### src/sv/pcca_pkg.sv
// ----------------------------------------------------------------------------
// pcca_pkg
// Types and constants shared by the pair collision correction accumulator.
// ----------------------------------------------------------------------------
`default_nettype none

package pcca_pkg;

    localparam int POS_W   = 32;
    localparam int CH_W    = 3;
    localparam int MASK_W  = 8;
    localparam int RAD_W   = 24;
    localparam int GAIN_W  = 16;
    localparam int NBR_W   = 8;
    localparam int CNT_W   = 8;
    localparam int DMIN_W  = RAD_W + 1;          // contact distance
    localparam int DSQ_W   = 2 * DMIN_W + 2;     // sum of three squares
    localparam int ROOT_W  = DSQ_W / 2;
    localparam int PROD_W  = DMIN_W + GAIN_W;    // |pen| * gain
    localparam int GAIN_FRAC = 13;               // Q4.12 gain plus the half
    localparam int CMAG_W  = PROD_W - GAIN_FRAC + 1;
    localparam int NUM_W   = DMIN_W + CMAG_W;
    localparam int QUO_W   = CMAG_W;

    localparam int CFG_IDX_W  = 2;
    localparam int CFG_DATA_W = 24;
    localparam logic [CFG_IDX_W-1:0] CFG_RADIUS   = 2'd0;
    localparam logic [CFG_IDX_W-1:0] CFG_RELAX    = 2'd1;
    localparam logic [CFG_IDX_W-1:0] CFG_MAX_PUSH = 2'd2;
    localparam logic [CFG_IDX_W-1:0] CFG_MAX_NBR  = 2'd3;

    typedef struct packed {
        logic signed [POS_W-1:0] self_x;
        logic signed [POS_W-1:0] self_y;
        logic signed [POS_W-1:0] self_z;
        logic signed [POS_W-1:0] nbr_x;
        logic signed [POS_W-1:0] nbr_y;
        logic signed [POS_W-1:0] nbr_z;
        logic [CH_W-1:0]         self_channel;
        logic [MASK_W-1:0]       self_mask;
        logic [CH_W-1:0]         nbr_channel;
        logic [MASK_W-1:0]       nbr_mask;
        logic                    skip;
        logic                    last;
    } in_item_t;

    typedef struct packed {
        logic signed [POS_W-1:0] corr_x;
        logic signed [POS_W-1:0] corr_y;
        logic signed [POS_W-1:0] corr_z;
        logic [CNT_W-1:0]        pair_count;
        logic [POS_W-1:0]        corr_sum;
    } out_item_t;

    typedef struct packed {
        logic [RAD_W-1:0]  collision_radius;
        logic [GAIN_W-1:0] relaxation_factor;
        logic [GAIN_W-1:0] max_push_coefficient;
        logic [NBR_W-1:0]  max_neighbors;
    } cfg_t;

    // Classified item passed from front to back
    typedef struct packed {
        logic [DMIN_W-1:0] ax;
        logic [DMIN_W-1:0] ay;
        logic [DMIN_W-1:0] az;
        logic              nx;
        logic              ny;
        logic              nz;
        logic              hit;
        logic              last;
    } job_t;

endpackage

`default_nettype wire

### src/sv/pcca_queue.sv
// ----------------------------------------------------------------------------
// pcca_queue
// Two-entry register queue between the front and the back.
// ----------------------------------------------------------------------------
`default_nettype none

module pcca_queue (
    input  wire logic           clk,
    input  wire logic           rst_n,
    input  wire logic           push,
    input  wire pcca_pkg::job_t push_job,
    output logic                full,
    input  wire logic           pop,
    output logic                avail,
    output pcca_pkg::job_t      head
);
    import pcca_pkg::*;

    job_t       mem_reg [2];
    logic       wp_reg, rp_reg;
    logic [1:0] cnt_reg;

    assign full  = cnt_reg == 2'd2;
    assign avail = cnt_reg != 2'd0;
    assign head  = mem_reg[rp_reg];

    always_ff @(posedge clk)
    begin
        if (push)
            mem_reg[wp_reg] <= push_job;
    end

    always_ff @(posedge clk or negedge rst_n)
    begin
        if (!rst_n)
        begin
            wp_reg  <= 1'b0;
            rp_reg  <= 1'b0;
            cnt_reg <= 2'd0;
        end
        else
        begin
            if (push)
                wp_reg <= !wp_reg;
            if (pop)
                rp_reg <= !rp_reg;
            cnt_reg <= cnt_reg + {1'b0, push} - {1'b0, pop};
        end
    end

endmodule

`default_nettype wire

### config.mk
export PLATFORM = sky130hd
export DESIGN_NAME = pcca_queue
export DESIGN_NICKNAME = d
export VERILOG_FILES = /design/src/sv/pcca_pkg.sv /design/src/sv/pcca_queue.sv
export SDC_FILE = /design/constraint.sdc
export NUM_CORES = 1
export LEC_CHECK = 0
export CAP_MARGIN = 15
export CELL_PAD_IN_SITES_DETAIL_PLACEMENT = 0
export CELL_PAD_IN_SITES_GLOBAL_PLACEMENT = 1
export CORE_MARGIN = 4
export CORE_UTILIZATION = 48
export DETAILED_ROUTE_END_ITERATION = 10
export DONT_BUFFER_PORTS = 1
export GPL_TIMING_DRIVEN = 0
export PLACE_DENSITY = 0.79
export RECOVER_POWER = 25
export SYNTH_ARGS = -nofsm -noshare
export SYNTH_HDL_FRONTEND = slang
export SYNTH_SLANG_ARGS = --single-unit
### constraint.sdc
create_clock -name clk -period 4.9 [get_ports clk]
set_clock_uncertainty 0.2 [all_clocks]
set_input_delay 0.49 -clock clk [delete_from_list [all_inputs] [get_ports clk]]
set_output_delay 0.49 -clock clk [all_outputs]
set_load 0.005 [all_outputs]
=== Word level (Yosys, flattened, before mapping) ===
Memory sizes are Yosys's and may differ from the RTL's.
Index checks and enable logic that the tools add are counted.

* Memories kept: 1
* Latch bits: 0
* Bits of input ports: 84
* Logic and storage cells: 12
* Memory bits (writable): 160
* Memory bits (read-only): 0
* Output and inout port bits: 82
* Register bits after elaboration: 4

* Bitwise gates (word level): 0
* Reduce and logical (&&, ||, !) cells: 3
* $lt $le $gt $ge: 0
* Shift-type cells: 0
* Eq/ne operators: 1
* Div/mod/pow operators: 0
* Multipliers: 0
* Muxes and demuxes: 2
* Add/subtract/negate cells: 2

{| class="wikitable"
|+ Memories
! memory !! depth !! width !! read ports !! clocked after Yosys merged registers in !! wr ports !! RTL line !! text
|-
| mem_reg || 2 || 80 || 1 || 0 || 1 || pcca_queue.sv:19 || <nowiki>job_t mem_reg [2];</nowiki>
|}

{| class="wikitable"
|+ Operators with widths
! kind !! count
|-
| adder 2 x 1 -> 2 bit || 1
|-
| equality test 2 bit, second input constant || 1
|-
| logical NOT 1 bit || 2
|-
| 2-to-1 mux 1 bit || 2
|-
| nonzero test 2 bit || 1
|-
| subtractor 2 x 1 -> 2 bit || 1
|}

=== Longest topological paths before layout ===
* Word-level depth: 2
* Depth in mapped cells: 5
* Mapped depth without buffers: 5

=== Worst setup path before layout ===
Ideal clock, no wire load.

* Path kind: input to register
* Start: input port push
* End: memory mem_reg[0][0] (netlist name), enable pin
* Arrival: 3.988 ns
* Slack: 0.184 ns
* Required time: 4.172 ns
* Path buffers: 0
* Setup time: 0.528 ns
* Stages: 1
* Path through: nor2b_1

* Cells in the longest elaborated chain, start to end: 2

{| class="wikitable"
|+ Ends and longest elaborated chain
! item !! RTL line !! text
|-
| start, declared || pcca_queue.sv:10 || <nowiki>input wire logic push,</nowiki>
|-
| 2-to-1 mux 1 bit || pcca_queue.sv:29 || <nowiki>if (push)</nowiki>
|-
| 2-to-1 mux 1 bit (implied by the code) || pcca_queue.sv:30 || <nowiki>mem_reg[wp_reg] <= push_job;</nowiki>
|-
| end, declared || pcca_queue.sv:19 ||
|}

No other way between the ends.

==> flow_metrics.tcl <==
set metrics [dict create \
    initial_core_util 0.4969 \
    arrival_ps 1490 \
    dpl.cell_count 439 \
    fin_crit_sh 0.4455 \
    total_power_uw 4535 \
    hold_viol 0 \
    cts.clk_slew.worst_paths_ps 60 \
    clk_path_buf_depth 2 \
    placed_cell_area_um2 6665 \
    cts_resized 0 \
    gr-usage-met3 0.06633 \
    max_freq_mhz 458.1 \
    busiest_layer "met2" \
    die_area_um2 15180 \
    cts-root-buf "clkbuf_16" \
    setup.worst_path.class "register to output pin" \
    clock-sinks 164 \
    syn_to_final_growth_pct 27.15 \
    final_cell_mix "edfxtp_1, dlygate4sd3_1, mux2_4" \
    synthTopCellsByArea "edfxtp_1, mux2_4, buf_12, dfrtp_1, ha_1" \
    grt_pass1_vias 2982 \
    report.final.slew_viol_count 0 \
    setup_ws_ps 2717 \
    numCtsBuffers 17 \
    htree_levels 4 \
    grt_use_met1 0.1539 \
    ios 166 \
    ir_drop_v 0.0003192 \
    cellPowerDensity_nw_per_um2 559.7 \
    die_height_um 123.2 \
    core_area_um2 12820 \
    ys_seq_elements 164 \
    yosys.area.top_type "edfxtp_1" \
    worst_hold_path_type "input pin to asynchronous set/reset pin" \
    grt_util_all_layers 0.1463 \
    status "finished, final reports clean" \
    drive_above_1_share 0.3133 \
    ant_nets 0 \
    fillers 909 \
    synthesis.area_um2 6372 \
    grt_max_degree 63 \
    io_buffers 0 \
    routed_wl_um 10800 \
    cp-start-kind "register" \
    firstDrtPassIters 6 \
    final_nets 456 \
    num_vias 2718 \
    clock_latency_ps 400 \
    setup_viol 0 \
    period_minus_slack_ps 2183 \
    yosysWarnings 0 \
    final_cells 555 \
    synth_fp_nets 350 \
    synthCells 264 \
    drtIter0Drc 136 \
    rsz0062_at_grt "no" \
    crit_path_end_kind "output pin" \
    cap_violations 0 \
    yosysSeqAreaShare 0.7697 \
    drt-vias-per-instance 4.897 \
    mostFrequentLayoutCell "edfxtp_1" \
    grt_first_pass_wirelength_um 16000 \
    leakage_uw 0.003013 \
    synth.distinct_cells 13 \
    num_antenna_cells 0 \
    stdcell_area_um2 8103 \
    antenna_found_initial 0 \
    cts_tree "done" \
    routedWlPerCell_um 19.45 \
    dpl.hpwl_um 6967 \
    grt_overflow 0 \
    gp_congestion 0.6511 \
    utilization 0.6318 \
    synth_top_cell_area_share 0.7540 \
    tightest_slew_ps 586.7 \
    row_count 41 \
    drc_errors 0 \
    cp.required_ps 4210 \
    die_w_um 123.2 \
    pre_cts_ws_ps 2824 \
    syn_avg_cell_area_um2 24.14 \
    met2_usage 0.2535 \
    worstPathMaxFanout 10 \
    largest_reg_flops 160 \
    maxSlewHeadroom 0.6080 \
]
==> Yosys cell counts <==
| library cell | number |
|---|---|
| and2_1 | 1 |
| buf_12 | 8 |
| buf_6 | 1 |
| dfrtp_1 | 4 |
| edfxtp_1 | 160 |
| ha_1 | 2 |
| inv_1 | 2 |
| mux2_2 | 1 |
| mux2_4 | 79 |
| nor2b_1 | 2 |
| or2_2 | 1 |
| xor2_1 | 2 |
| xor3_1 | 1 |
==> per-stage QoR <==
stage / TNS (ps) / hold WS [ps]
final: 0 / 157.1
after global routing: 0 / 142.5
after CTS: 0 / 2.661
after detailed placement: 0 / -5.451
after global placement: -128170 / -5.476
after floorplan: 0 / -5.591
==> layout make-up <==
type	instances	area (um2)	area share
Buffer	9	171.4	0.02115
Clock buffer	19	432.9	0.05343
Clock inverter	13	163.9	0.02023
Inverter	2	7.507	0.0009265
Multi-Input combinational cell	89	1299	0.1603
Sequential cell	164	4905	0.6053
Tap cell	172	215.2	0.02656
Timing Repair Buffer	87	908.4	0.1121
==> final timing paths <==
| kind | start | to | slack (ps) | cells after the start |
|---|---|---|---|---|
| worst max-delay path | rp_reg$_DFFE_PN0P_ | head[44] | 2720 | 3 |
| worst max register to register | wp_reg$_DFFE_PN0P_ | mem_reg[0][54]$_DFFE_PP_ | 2890 | 3 |
| max in group asynchronous | rst_n | rp_reg$_DFFE_PN0P_ | 4170 | 1 |
| worst min-delay path | rst_n | cnt_reg[0]$_DFF_PN0_ | 160 | 1 |
| min in group clk | pop | cnt_reg[1]$_DFF_PN0_ | 210 | 2 |
| worst min register to register | wp_reg$_DFFE_PN0P_ | wp_reg$_DFFE_PN0P_ | 400 | 1 |
==> kinds of logic after synthesis <==
logic type | share of synthesized area
buf+inv | 0.02808
mux | 0.1879
fa+ha+maj | 0.003926
xor+xnor | 0.006480
simple gates | 0.003928
flops | 0.7697
==> critical path, stage by stage, from the launching register on <==
cell and delay [ps]:
dfrtp_1 330, buf_6 230, buf_12 180, mux2_4 340
==> routing by layer <==
layer / part of all wire / routed length [um]
met3: 0.098 / 1056
met4: 0.017 / 184
met2: 0.52 / 5600
met5: 0 / 0
met1: 0.37 / 3954
==> power by group <==
group / total, uW / switching [uW] / internal, uW
clock network: 1320 / 478 / 841
registers: 1930 / 71.2 / 1860
logic: 1280 / 573 / 711
==> what timing repair did <==
action,CTS,global route
hold buffers,83,1
endpoints found under the hold margin,166,1
buffers inserted,0,0
Note: power is estimated with default switching activity, not from simulation.
