<file path="config.mk">
export PLATFORM = sky130hd
export DESIGN_NAME = pcca_front_flat
export DESIGN_NICKNAME = d
export VERILOG_FILES = /design/src/sv/pcca_pkg.sv /design/src/sv/pcca_if.sv /design/src/sv/pcca_front.sv /design/src/flat_wrapper.sv
export SDC_FILE = /design/constraint.sdc
export NUM_CORES = 1
export LEC_CHECK = 0
export BUFFER_PORTS_ARGS = -buffer_cell sky130_fd_sc_hd__clkbuf_2
export CORE_ASPECT_RATIO = 1.5
export CORE_MARGIN = 5
export CORE_UTILIZATION = 35
export DETAILED_ROUTE_END_ITERATION = 8
export MAX_ROUTING_LAYER = met4
export PLACE_DENSITY = 0.68
export SYNTH_ARGS = -nofsm -noshare
export SYNTH_HDL_FRONTEND = slang
export SYNTH_SLANG_ARGS = --single-unit
</file>
<file path="constraint.sdc">
create_clock -name clk -period 9.5 [get_ports clk]
set_input_delay 0.95 -clock clk [delete_from_list [all_inputs] [get_ports clk]]
set_output_delay 0.95 -clock clk [all_outputs]
set_load 0.005 [all_outputs]
</file>
<file path="src/sv/pcca_pkg.sv">
// ----------------------------------------------------------------------------
// pcca_pkg
// Types and constants shared by the pair collision correction accumulator.
// ----------------------------------------------------------------------------
`default_nettype none

package pcca_pkg;

    localparam int POS_W   = 32;
    localparam int CH_W    = 3;
    localparam int MASK_W  = 8;
    localparam int RAD_W   = 24;
    localparam int GAIN_W  = 16;
    localparam int NBR_W   = 8;
    localparam int CNT_W   = 8;
    localparam int DMIN_W  = RAD_W + 1;          // contact distance
    localparam int DSQ_W   = 2 * DMIN_W + 2;     // sum of three squares
    localparam int ROOT_W  = DSQ_W / 2;
    localparam int PROD_W  = DMIN_W + GAIN_W;    // |pen| * gain
    localparam int GAIN_FRAC = 13;               // Q4.12 gain plus the half
    localparam int CMAG_W  = PROD_W - GAIN_FRAC + 1;
    localparam int NUM_W   = DMIN_W + CMAG_W;
    localparam int QUO_W   = CMAG_W;

    localparam int CFG_IDX_W  = 2;
    localparam int CFG_DATA_W = 24;
    localparam logic [CFG_IDX_W-1:0] CFG_RADIUS   = 2'd0;
    localparam logic [CFG_IDX_W-1:0] CFG_RELAX    = 2'd1;
    localparam logic [CFG_IDX_W-1:0] CFG_MAX_PUSH = 2'd2;
    localparam logic [CFG_IDX_W-1:0] CFG_MAX_NBR  = 2'd3;

    typedef struct packed {
        logic signed [POS_W-1:0] self_x;
        logic signed [POS_W-1:0] self_y;
        logic signed [POS_W-1:0] self_z;
        logic signed [POS_W-1:0] nbr_x;
        logic signed [POS_W-1:0] nbr_y;
        logic signed [POS_W-1:0] nbr_z;
        logic [CH_W-1:0]         self_channel;
        logic [MASK_W-1:0]       self_mask;
        logic [CH_W-1:0]         nbr_channel;
        logic [MASK_W-1:0]       nbr_mask;
        logic                    skip;
        logic                    last;
    } in_item_t;

    typedef struct packed {
        logic signed [POS_W-1:0] corr_x;
        logic signed [POS_W-1:0] corr_y;
        logic signed [POS_W-1:0] corr_z;
        logic [CNT_W-1:0]        pair_count;
        logic [POS_W-1:0]        corr_sum;
    } out_item_t;

    typedef struct packed {
        logic [RAD_W-1:0]  collision_radius;
        logic [GAIN_W-1:0] relaxation_factor;
        logic [GAIN_W-1:0] max_push_coefficient;
        logic [NBR_W-1:0]  max_neighbors;
    } cfg_t;

    // Classified item passed from front to back
    typedef struct packed {
        logic [DMIN_W-1:0] ax;
        logic [DMIN_W-1:0] ay;
        logic [DMIN_W-1:0] az;
        logic              nx;
        logic              ny;
        logic              nz;
        logic              hit;
        logic              last;
    } job_t;

endpackage

`default_nettype wire

</file>
<file path="src/sv/pcca_if.sv">
// ----------------------------------------------------------------------------
// pcca_in_if / pcca_out_if
// Valid/ready channels carrying input items and result items.
// ----------------------------------------------------------------------------
`default_nettype none

interface pcca_in_if;
    logic              valid;
    logic              ready;
    pcca_pkg::in_item_t data;
    modport source (output valid, output data, input ready);
    modport sink   (input valid, input data, output ready);
endinterface


`default_nettype wire

</file>
<file path="src/sv/pcca_front.sv">
// ----------------------------------------------------------------------------
// pcca_front
// Accepts items, tracks the neighbor count and prefilters each pair.
// ----------------------------------------------------------------------------
`default_nettype none

module pcca_front (
    input  wire logic           clk,
    input  wire logic           rst_n,
    input  wire pcca_pkg::cfg_t cfg,
    pcca_in_if.sink             in_ch,
    output pcca_pkg::job_t      push_job,
    output logic                push,
    input  wire logic           full
);
    import pcca_pkg::*;

    logic [CNT_W-1:0]  seen_reg;
    logic [CNT_W-1:0]  seen_next;
    logic [DMIN_W-1:0] dmin;
    logic [POS_W:0]    dx, dy, dz;
    logic [POS_W:0]    mx, my, mz;
    logic              in_range, admit, near;

    assign dmin = {cfg.collision_radius, 1'b0};

    assign dx = {in_ch.data.nbr_x[POS_W-1], in_ch.data.nbr_x}
              - {in_ch.data.self_x[POS_W-1], in_ch.data.self_x};
    assign dy = {in_ch.data.nbr_y[POS_W-1], in_ch.data.nbr_y}
              - {in_ch.data.self_y[POS_W-1], in_ch.data.self_y};
    assign dz = {in_ch.data.nbr_z[POS_W-1], in_ch.data.nbr_z}
              - {in_ch.data.self_z[POS_W-1], in_ch.data.self_z};
    assign mx = dx[POS_W] ? -dx : dx;
    assign my = dy[POS_W] ? -dy : dy;
    assign mz = dz[POS_W] ? -dz : dz;

    assign in_range = seen_reg < cfg.max_neighbors;
    assign admit  = in_ch.data.self_mask[in_ch.data.nbr_channel]
                  & in_ch.data.nbr_mask[in_ch.data.self_channel];
    assign near   = (dmin != '0)
                  && (mx < {{(POS_W+1-DMIN_W){1'b0}}, dmin})
                  && (my < {{(POS_W+1-DMIN_W){1'b0}}, dmin})
                  && (mz < {{(POS_W+1-DMIN_W){1'b0}}, dmin});

    assign in_ch.ready = !full;
    assign push        = in_ch.valid && !full;

    always_comb
    begin
        push_job.ax   = mx[DMIN_W-1:0];
        push_job.ay   = my[DMIN_W-1:0];
        push_job.az   = mz[DMIN_W-1:0];
        push_job.nx   = dx[POS_W];
        push_job.ny   = dy[POS_W];
        push_job.nz   = dz[POS_W];
        push_job.hit  = in_range && !in_ch.data.skip && admit && near;
        push_job.last = in_ch.data.last;
    end

    always_comb
    begin
        seen_next = seen_reg;
        if (push)
        begin
            if (in_ch.data.last)
                seen_next = '0;
            else if (seen_reg != {CNT_W{1'b1}})
                seen_next = seen_reg + 1'b1;
        end
    end

    always_ff @(posedge clk or negedge rst_n)
    begin
        if (!rst_n)
            seen_reg <= '0;
        else
            seen_reg <= seen_next;
    end

endmodule

`default_nettype wire

</file>
<file path="src/flat_wrapper.sv">
// flat-port wrapper written by rule: the top's interface ports become plain ports
module pcca_front_flat import pcca_pkg::*;
  (clk, rst_n, cfg, push_job, push, full, in_ch_valid, in_ch_data, in_ch_ready);
  pcca_in_if in_ch_i ();
  input  wire logic clk;
  input  wire logic rst_n;
  input  wire pcca_pkg::cfg_t cfg;
  output pcca_pkg::job_t push_job;
  output logic push;
  input  wire logic full;
  input wire logic [$bits(in_ch_i.valid)-1:0] in_ch_valid;
  input wire logic [$bits(in_ch_i.data)-1:0] in_ch_data;
  output wire logic [$bits(in_ch_i.ready)-1:0] in_ch_ready;
  assign in_ch_i.valid = in_ch_valid;
  assign in_ch_i.data = in_ch_data;
  assign in_ch_ready = in_ch_i.ready;
  pcca_front u_core (.clk(clk), .rst_n(rst_n), .cfg(cfg), .in_ch(in_ch_i), .push_job(push_job), .push(push), .full(full));
endmodule
</file>
Word level (Yosys, flattened, before mapping)
Cells that the tools add are included.
{ "totals": {"output_inout_bits": 82, "inputBits": 284, "word_cells": 37, "ff_bits": 8} }
{ "op_classes": {"addsub": 7, "eq_ne": 1, "n_lt_le_gt_ge": 6, "n_reduce_logical": 12, "n_bitwise": 1, "muxes": 9} }
{ "op_table": {"columns": ["operator", "count"], "rows": [
  ["< comparator 33 x 25 -> 1 bit", 3],
  ["2-to-1 mux 33 bit", 3],
  ["negation 33 bit", 3],
  ["subtractor 32 x 32 -> 33 bit", 3],
  ["nonzero test 25 bit", 1],
  ["2-to-1 mux 8 bit", 2],
  ["adder 8 x 1 -> 8 bit, second input constant", 1],
  ["< comparator 3 x 4 -> 1 bit, second input constant", 2],
  ["< comparator 8 bit", 1],
  ["!= test 8 bit, second input constant", 1],
  ["logical AND 1 bit", 7],
  ["binary-select mux 1 bit (select 3 bit)", 2],
  ["zero test 1 bit", 2],
  ["2-to-1 mux 1 bit", 2],
  ["AND reduction 2 bit", 1],
  ["nonzero test 2 bit", 1],
  ["bitwise AND 1 bit", 1]
]} }

Logic depth before layout (Yosys ltp)
Gate-level depths: netlist (run 1).
{ "depth": {"depth_word": 8, "depth_mapped": 31, "depth_no_buf": 29} }

Worst setup path before layout (run 1)
No wires, ideal clock.
{ "synth_timing": {"kind": "input -> output", "from": "input in_ch_data[56]", "to": "output push_job[1] in the netlist's numbering", "path_buffers": 0, "setup_slack_ns": 1.669, "path_stages": 26, "arrival_ns": 6.881, "required_ns": 8.550, "cell_sequence": "inv_1 ha_1 inv_1 fa_1 a211oi_4 o211a_4 nor4b_4 or3_1 a221oi_2 or3b_4 or4_4 o41ai_1 xor2_1 ha_1 a21o_1 a31oi_1 and4_1 o2111ai_1 nor3_1 o211ai_1 nor4_1 nand4b_1 nor4_1 nand4_1 or4_1 a2111oi_2"} }
{ "synth_rtl": {"columns": ["element", "line_no", "rtl"], "rows": [
  ["from (decl)", "flat_wrapper.sv:12", "input wire logic [$bits(in_ch_i.data)-1:0] in_ch_data;"],
  ["to (decl)", "flat_wrapper.sv:8", "output pcca_pkg::job_t push_job;"]
]} }

==> impl_results.md, run 1 <==
* Count of cell types in the netlist at 86
* Peak supply drop at approximately 46 uV
* Skew final at 0.000469 ns
* 1st-iter DRT viols at 596
* Max clock buf depth at 2
* Area contributors post-synth: ha_1 (20%), a21oi_1 (7.0%), xnor2_1 (6.8%)
* Resized cells post-CTS at 0
* Port buffer count at 333
* IO Pins at ~370
* Yosys reg bits at 8
* Final worst slack at 0.497 ns
* Pwr dens at 113 nW/um2
* Most common cell after layout, fill and taps aside: clkbuf_2
* Via/cell ratio at 5.68
* Leading area contributor after synthesis: ha_1
* WL met2 at 20,900 um
* Worst-Skew Late Latency at 0.23 ns
* WL met3 at 1860 um
* FP Rows at 78
* Ant. Diodes at 0
* Post-DP HPWL at 36,700 um
* Startpoint types: primary input
* Setup_tns at 0 ns
* Syn Std Cell Area at 10,800 um2
* Data arrival, critical path at 8.05 ns
* Synth async-reset ratio at 100%
* Max incr delay on CP at 0.51 ns
* Largest net degree at the start of global routing at 24
* Num CTS Buffers at 3
* First-pass GRT wire length at between 60,000 and 70,000 um
* Antenna viol nets, final at 0
* Die X at around 150 um
* Gr usage total at roughly 23%
* Min Tclk post-route at 9.00 ns
* Register area share after synthesis at between 1.5 and 2%
* CTS tree: yes
* Syn-to-layout area delta at 19.2%
* Fmax at 0.111 GHz
* Top-area cell type share of the netlist area at 20.4%
* Top cell family by delay on the critical path: simple AND/OR/NAND/NOR gates
* Hold Crit Class: in2async
* Setup Fix Bufs, Post-CTS at 0
* Post-Syn Nets at 2,056
* WL per Instance at 17.9 um
* CP required at 8.55 ns
* Vias in the first global route at 13,100
* Clock Sinks at 8
* Fin. max-slew vios at 0
* H-tree depth at 1
* Worst-case headroom to the max-slew limit at between 30% and 40%
* Clk root buf: clkbuf_16
* Drt drc at 0
* Post-Layout Inst Area at 12,800 um2
* Final Hold Viols at 0
* Core Util, Final at between 40% and 50%
* Non-Filler Instances at between 2,000 and 2,500
* Gpl congestion at approximately 0.93
* Initial antenna violation count at 0
* Cell Area, Placed at ~13,000 um2
* Max reg flops at 8
* Crit path max fanout at 4
* Initial core utilization at 35.5%
* Max Cap Viol at 0
* Number of flops mapped to enable cells by yosys at 0
* Leak at about 6.4 nW
* Worst Tran Pin Value at 0.922 ns
* Vias at 13,000
* Die area at 34,500 um2
* Cells after synthesis at 1,593
* Crit path buffers/inverters at 4
* Status: finished, final reports clean
* Share of cells above drive strength 1 at 20.3%
* Vert. Die Dim at between 200 and 250 um
* Hold buffers post-CTS at 0
* Tcrit/Tclk final at 94.8%
* Final setup vio count at 0
* Worst setup EP type: output port
* RSZ-0062 raised after global routing: false
* Slowest CP cell: or4_4
* Setup slack at placement at 0.501 ns
* Highest Signal Layer: met4
* Yosys warns at 0
* CORE AREA at 30,400 um2
* Most frequent cells in the layout: clkbuf_2 (333), ha_1 (176), inv_1 (161), a21oi_1 (150), nand2_1 (137)
* Synth Flop Type: dfrtp_1
* Avg Synthesized Cell Area at a little under 7 um2
* WS Path Type: in2out
* Total grt overflow at 0
* Clock-pin slew on the worst setup and hold paths at approximately 0.03 ns
* Drt pass-1 iters at 7
* Placed insts at 2,280
* Final net count at 2,348
* Routed WL at 41,000 um
* WL met1 at 16,500 um
[report_power, final]
group	leakage [nW]	internal, mW	switching (mW)
Sequential	0.107	0.0373	0.00445
Combinational	6.22	0.536	0.803
Clock	0.0370	0.0541	0.0143
Total	6.36	0.627	0.822
[synth_stat cells, types with 21 or more instances]
cell and count:
inv_1 161, nand3_1 44, a211oi_1 24, a21o_1 42
clkbuf_1 41, o21ai_0 96, nor2_1 115, xor2_1 61
nor3_1 39, a21oi_1 150, ha_1 176, nand4_1 39
xnor2_1 84, nand2_1 137, o21a_1 21
[worst paths after layout]
check,start,end,slack (ns),depth (start not counted)
worst max-delay path,in_ch_data[56],push_job[1],0.50,28
worst min-delay path,rst_n,u_core.seen_reg[0]$_DFFE_PN0P_,0.56,1
worst max register to register,u_core.seen_reg[0]$_DFFE_PN0P_,u_core.seen_reg[6]$_DFFE_PN0P_,7.41,8
worst min register to register,u_core.seen_reg[0]$_DFFE_PN0P_,u_core.seen_reg[0]$_DFFE_PN0P_,0.58,1
max in group asynchronous,rst_n,u_core.seen_reg[6]$_DFFE_PN0P_,8.77,1
min in group clk,u_core.seen_reg[0]$_DFFE_PN0P_,u_core.seen_reg[0]$_DFFE_PN0P_,0.58,1
[per-layer routing]
layer | vias up | GRT usage [%]
met1 | 6004 | 25.2
met5 | - | -
li1 | 6460 | -
met2 | 419 | 43.1
met3 | 90 | 1.56
met4 | 0 | 7.82
[worst register-to-register path, delay by kind of cell (launching register included)]
family          cells  cell delay (ns)
compound gates      1             0.51
flops               1             0.41
xor+xnor            1             0.17
simple gates        4             0.52
buf+inv             1             0.11
fa+ha+maj           1             0.25
[cell families after synthesis]
| family | Yosys count | synth area share [%] |
|---|---|---|
| buf+inv | 211 | 7.52 |
| flops | 8 | 1.86 |
| simple gates | 541 | 25.9 |
| fa+ha+maj | 179 | 21.0 |
| xor+xnor | 145 | 11.8 |
| compound gates | 495 | 30.1 |
| mux | 14 | 1.81 |
[layout make-up]
| type | count | area (um2) |
|---|---|---|
| sequential | 8 | 200 |
| tap | 400 | 500 |
| timing repair buffer | 337 | 1700 |
| inverter | 161 | 604 |
| multi-input combinational | 1374 | 9760 |
| clock buffer | 3 | 75.1 |
| fill | 3268 | 17500 |
[stage by stage]
stage               total power [mW]  hold WS [ns]
global placement                1.35         0.539
finish                          1.45         0.561
floorplan                      0.900         0.501
global route                    1.60         0.569
detailed placement              1.38         0.532
CTS                             1.45         0.564
Note: power is estimated with default switching activity, not from simulation.
==> inputs of run 2 (changes only) <==
--- a/config.mk
+++ b/config.mk
@@ -9,9 +9,11 @@
 export CORE_ASPECT_RATIO = 1.5
 export CORE_MARGIN = 5
 export CORE_UTILIZATION = 35
+export CTS_BUF_LIST = sky130_fd_sc_hd__clkbuf_8 sky130_fd_sc_hd__clkbuf_16
 export DETAILED_ROUTE_END_ITERATION = 8
 export MAX_ROUTING_LAYER = met4
 export PLACE_DENSITY = 0.68
+export SLEW_MARGIN = 40
 export SYNTH_ARGS = -nofsm -noshare
 export SYNTH_HDL_FRONTEND = slang
 export SYNTH_SLANG_ARGS = --single-unit
==> impl_results.md, run 2 (synthesis gave the netlist of run 1 again) <==
* FILL cells at 3,268 (unchanged)
* Data arrival, critical path at 8.05 ns (about the same)
* WL per Instance at 17.9 um (unchanged)
* First-pass GRT wire length at 64,200 um (unchanged)
* Max clock buf depth at 2 (unchanged)
* Drt drc at 0 (unchanged)
* WS Path Type: in2out (unchanged)
* Port buffer count at 333 (unchanged)
* Share of cells above drive strength 1 at 20.3% (unchanged)
* Post-DP HPWL at 36,700 um (about the same)
* Clock-pin slew on the worst setup and hold paths at 0.03 ns (about the same)
* IO Pins at 366 (unchanged)
* Most frequent cells in the layout: clkbuf_2 (333), ha_1 (176), inv_1 (161), a21oi_1 (150), nand2_1 (137) (unchanged)
* Sw Share at 56.7% (about the same)
* CP required at 8.55 ns (about the same)
* Clock Power Share at 4.7% (about the same)
* Met3 Usage GRT at 1.56% (unchanged)
* Worst reg-to-reg path cell count at 8 (unchanged)
* Min Tclk post-route at 9.00 ns (unchanged)
* Most used routing layer: met2 (unchanged)
* Resized cells post-CTS at 0 (unchanged)
* Antenna viol nets, final at 0 (unchanged)
* Vias at 13,000 (unchanged)
* Syn-to-layout area delta at 19.2% (unchanged)
* Final net count at 2,348 (unchanged)
* Most common cell after layout, fill and taps aside: clkbuf_2 (unchanged)
* Gpl congestion at 0.933 (unchanged)
* Die X at 153 um (unchanged)
* Skew final at 0.000469 ns (unchanged)
* Met1 Usage GRT at 25.2% (unchanged)
* Pwr dens at 113 nW/um2 (about the same)
* Gr usage total at 22.8% (unchanged)
* Slowest CP cell: or4_4 (unchanged)
* Drt pass-1 iters at 7 (unchanged)
* Ant. Diodes at 0 (unchanged)
* Setup Fix Bufs, Post-CTS at 0 (unchanged)
* Fin. max-slew vios at 0 (unchanged)
* Worst-Skew Late Latency at 0.23 ns (about the same)
* Cell Area, Placed at 12,800 um2 (unchanged)
* Peak supply drop at 45.6 uV (about the same)
* Initial core utilization at 35.5% (unchanged)
* Placed insts at 2,280 (unchanged)
* Max reg flops at 8 (unchanged)
* Logic pwr share at 92.4% (about the same)
* Startpoint types: primary input (unchanged)
* Initial antenna violation count at 0 (unchanged)
* Fmax at 0.111 GHz (unchanged)
* Post-Layout Inst Area at 12,800 um2 (unchanged)
* Status: finished, final reports clean (unchanged)
* Top cell family by delay on the critical path: simple AND/OR/NAND/NOR gates (unchanged)
* Tcrit/Tclk final at 94.8% (unchanged)
* Via/cell ratio at 5.68 (unchanged)
* CORE AREA at 30,400 um2 (unchanged)
* Vias in the first global route at 13,100 (unchanged)
* Grt met2 use at 43.1% (unchanged)
* CTS tree: yes (unchanged)
* Worst-case headroom to the max-slew limit at 40.3% (was 37.8%)
* Max incr delay on CP at 0.51 ns (about the same)
* Max Cap Viol at 0 (unchanged)
* Vert. Die Dim at 225 um (unchanged)
* Crit path max fanout at 4 (unchanged)
* Non-Filler Instances at 2,283 (unchanged)
* FP Rows at 78 (unchanged)
* R2R Setup Slk at 7.41 ns (about the same)
* Worst path depth at 28 (unchanged)
* Hold buffers post-CTS at 0 (unchanged)
* Worst setup EP type: output port (unchanged)
* 1st-iter DRT viols at 596 (unchanged)
* Worst Tran Pin Value at 0.887 ns (was 0.922 ns)
* Routed WL at 41,000 um (unchanged)
* Setup_tns at 0 ns (unchanged)
* Clock Sinks at 8 (unchanged)
* Largest net degree at the start of global routing at 24 (unchanged)
* Total grt overflow at 0 (unchanged)
* Crit path buffers/inverters at 4 (unchanged)
* Internal Power at 0.628 mW (was 0.627 mW)
* Psw at 0.822 mW (about the same)
* Clk root buf: clkbuf_16 (unchanged)
* Hold Crit Class: in2async (unchanged)
* Sequential share of power at 2.9% (about the same)
* Final setup vio count at 0 (unchanged)
* Num CTS Buffers at 3 (unchanged)
* H-tree depth at 1 (unchanged)
* Leak at 6.36 nW (about the same)
* RSZ-0062 raised after global routing: false (unchanged)
* Die area at 34,500 um2 (unchanged)
* Final Hold Viols at 0 (unchanged)
-- run 2: changes by cell type in the layout (fill, tap and decap cells not counted) --
cell      delta
o311ai_0     -1
o311ai_1     +1
-- run 2: worst register-to-register path: stages (launching register included) --
cell      delay (ns)
dfrtp_1         0.41
ha_1            0.25
nand4b_1        0.13
o21ai_0         0.51
inv_1           0.11
and3_1          0.22
nand4_1         0.12
xor2_1          0.17
nor2_1          0.05
-- run 2: area by class of cell --
cell class	count	area [um2]	share of cell area, %
Multi-Input combinational cell	1374	9760	76.0
Clock buffer	3	75.1	0.585
Tap cell	400	500	3.90
Inverter	161	604	4.71
Sequential cell	8	200	1.56
Timing Repair Buffer	337	1700	13.2
-- run 2: path summary, 6_finish.rpt --
check / from / to
setup / recovery: in_ch_data[56] / push_job[1]
hold / removal: rst_n / u_core.seen_reg[0]$_DFFE_PN0P_
setup reg to reg: u_core.seen_reg[0]$_DFFE_PN0P_ / u_core.seen_reg[6]$_DFFE_PN0P_
hold reg to reg: u_core.seen_reg[0]$_DFFE_PN0P_ / u_core.seen_reg[0]$_DFFE_PN0P_
max in group asynchronous: rst_n / u_core.seen_reg[6]$_DFFE_PN0P_
min in group clk: u_core.seen_reg[0]$_DFFE_PN0P_ / u_core.seen_reg[0]$_DFFE_PN0P_
-- run 2: layer usage --
metal / vias to the layer above / share of wire, %
met4: 0 / 4.1
met1: 6004 / 40
met3: 90 / 4.5
met2: 419 / 51
met5: - / 0
li1: 6460 / -
-- run 2: power groups by stage --
stage	sequential [mW]	combinational [mW]	clock, mW
4_1_cts	0.0416	1.34	0.0695
2_1_floorplan	0.0410	0.859	0
3_3_place_gp	0.0419	1.30	0
5_1_grt	0.0424	1.49	0.0719
3_5_place_dp	0.0418	1.33	0
6_report	0.0418	1.34	0.0683
-- run 2: per-stage QoR --
| stage | hold slack (ns) | total power [mW] | utilization [%] | setup WS (ns) |
|---|---|---|---|---|
| 4_1_cts | 0.564 | 1.45 | 42.3 | 0.478 |
| 6_report | 0.561 | 1.45 | 42.3 | 0.497 |
| 3_3_place_gp | 0.539 | 1.35 | 42.1 | 0.673 |
| 2_1_floorplan | 0.501 | 0.900 | - | 1.67 |
| 3_5_place_dp | 0.532 | 1.38 | 42.1 | 0.501 |
| 5_1_grt | 0.569 | 1.60 | 42.3 | 0.0571 |
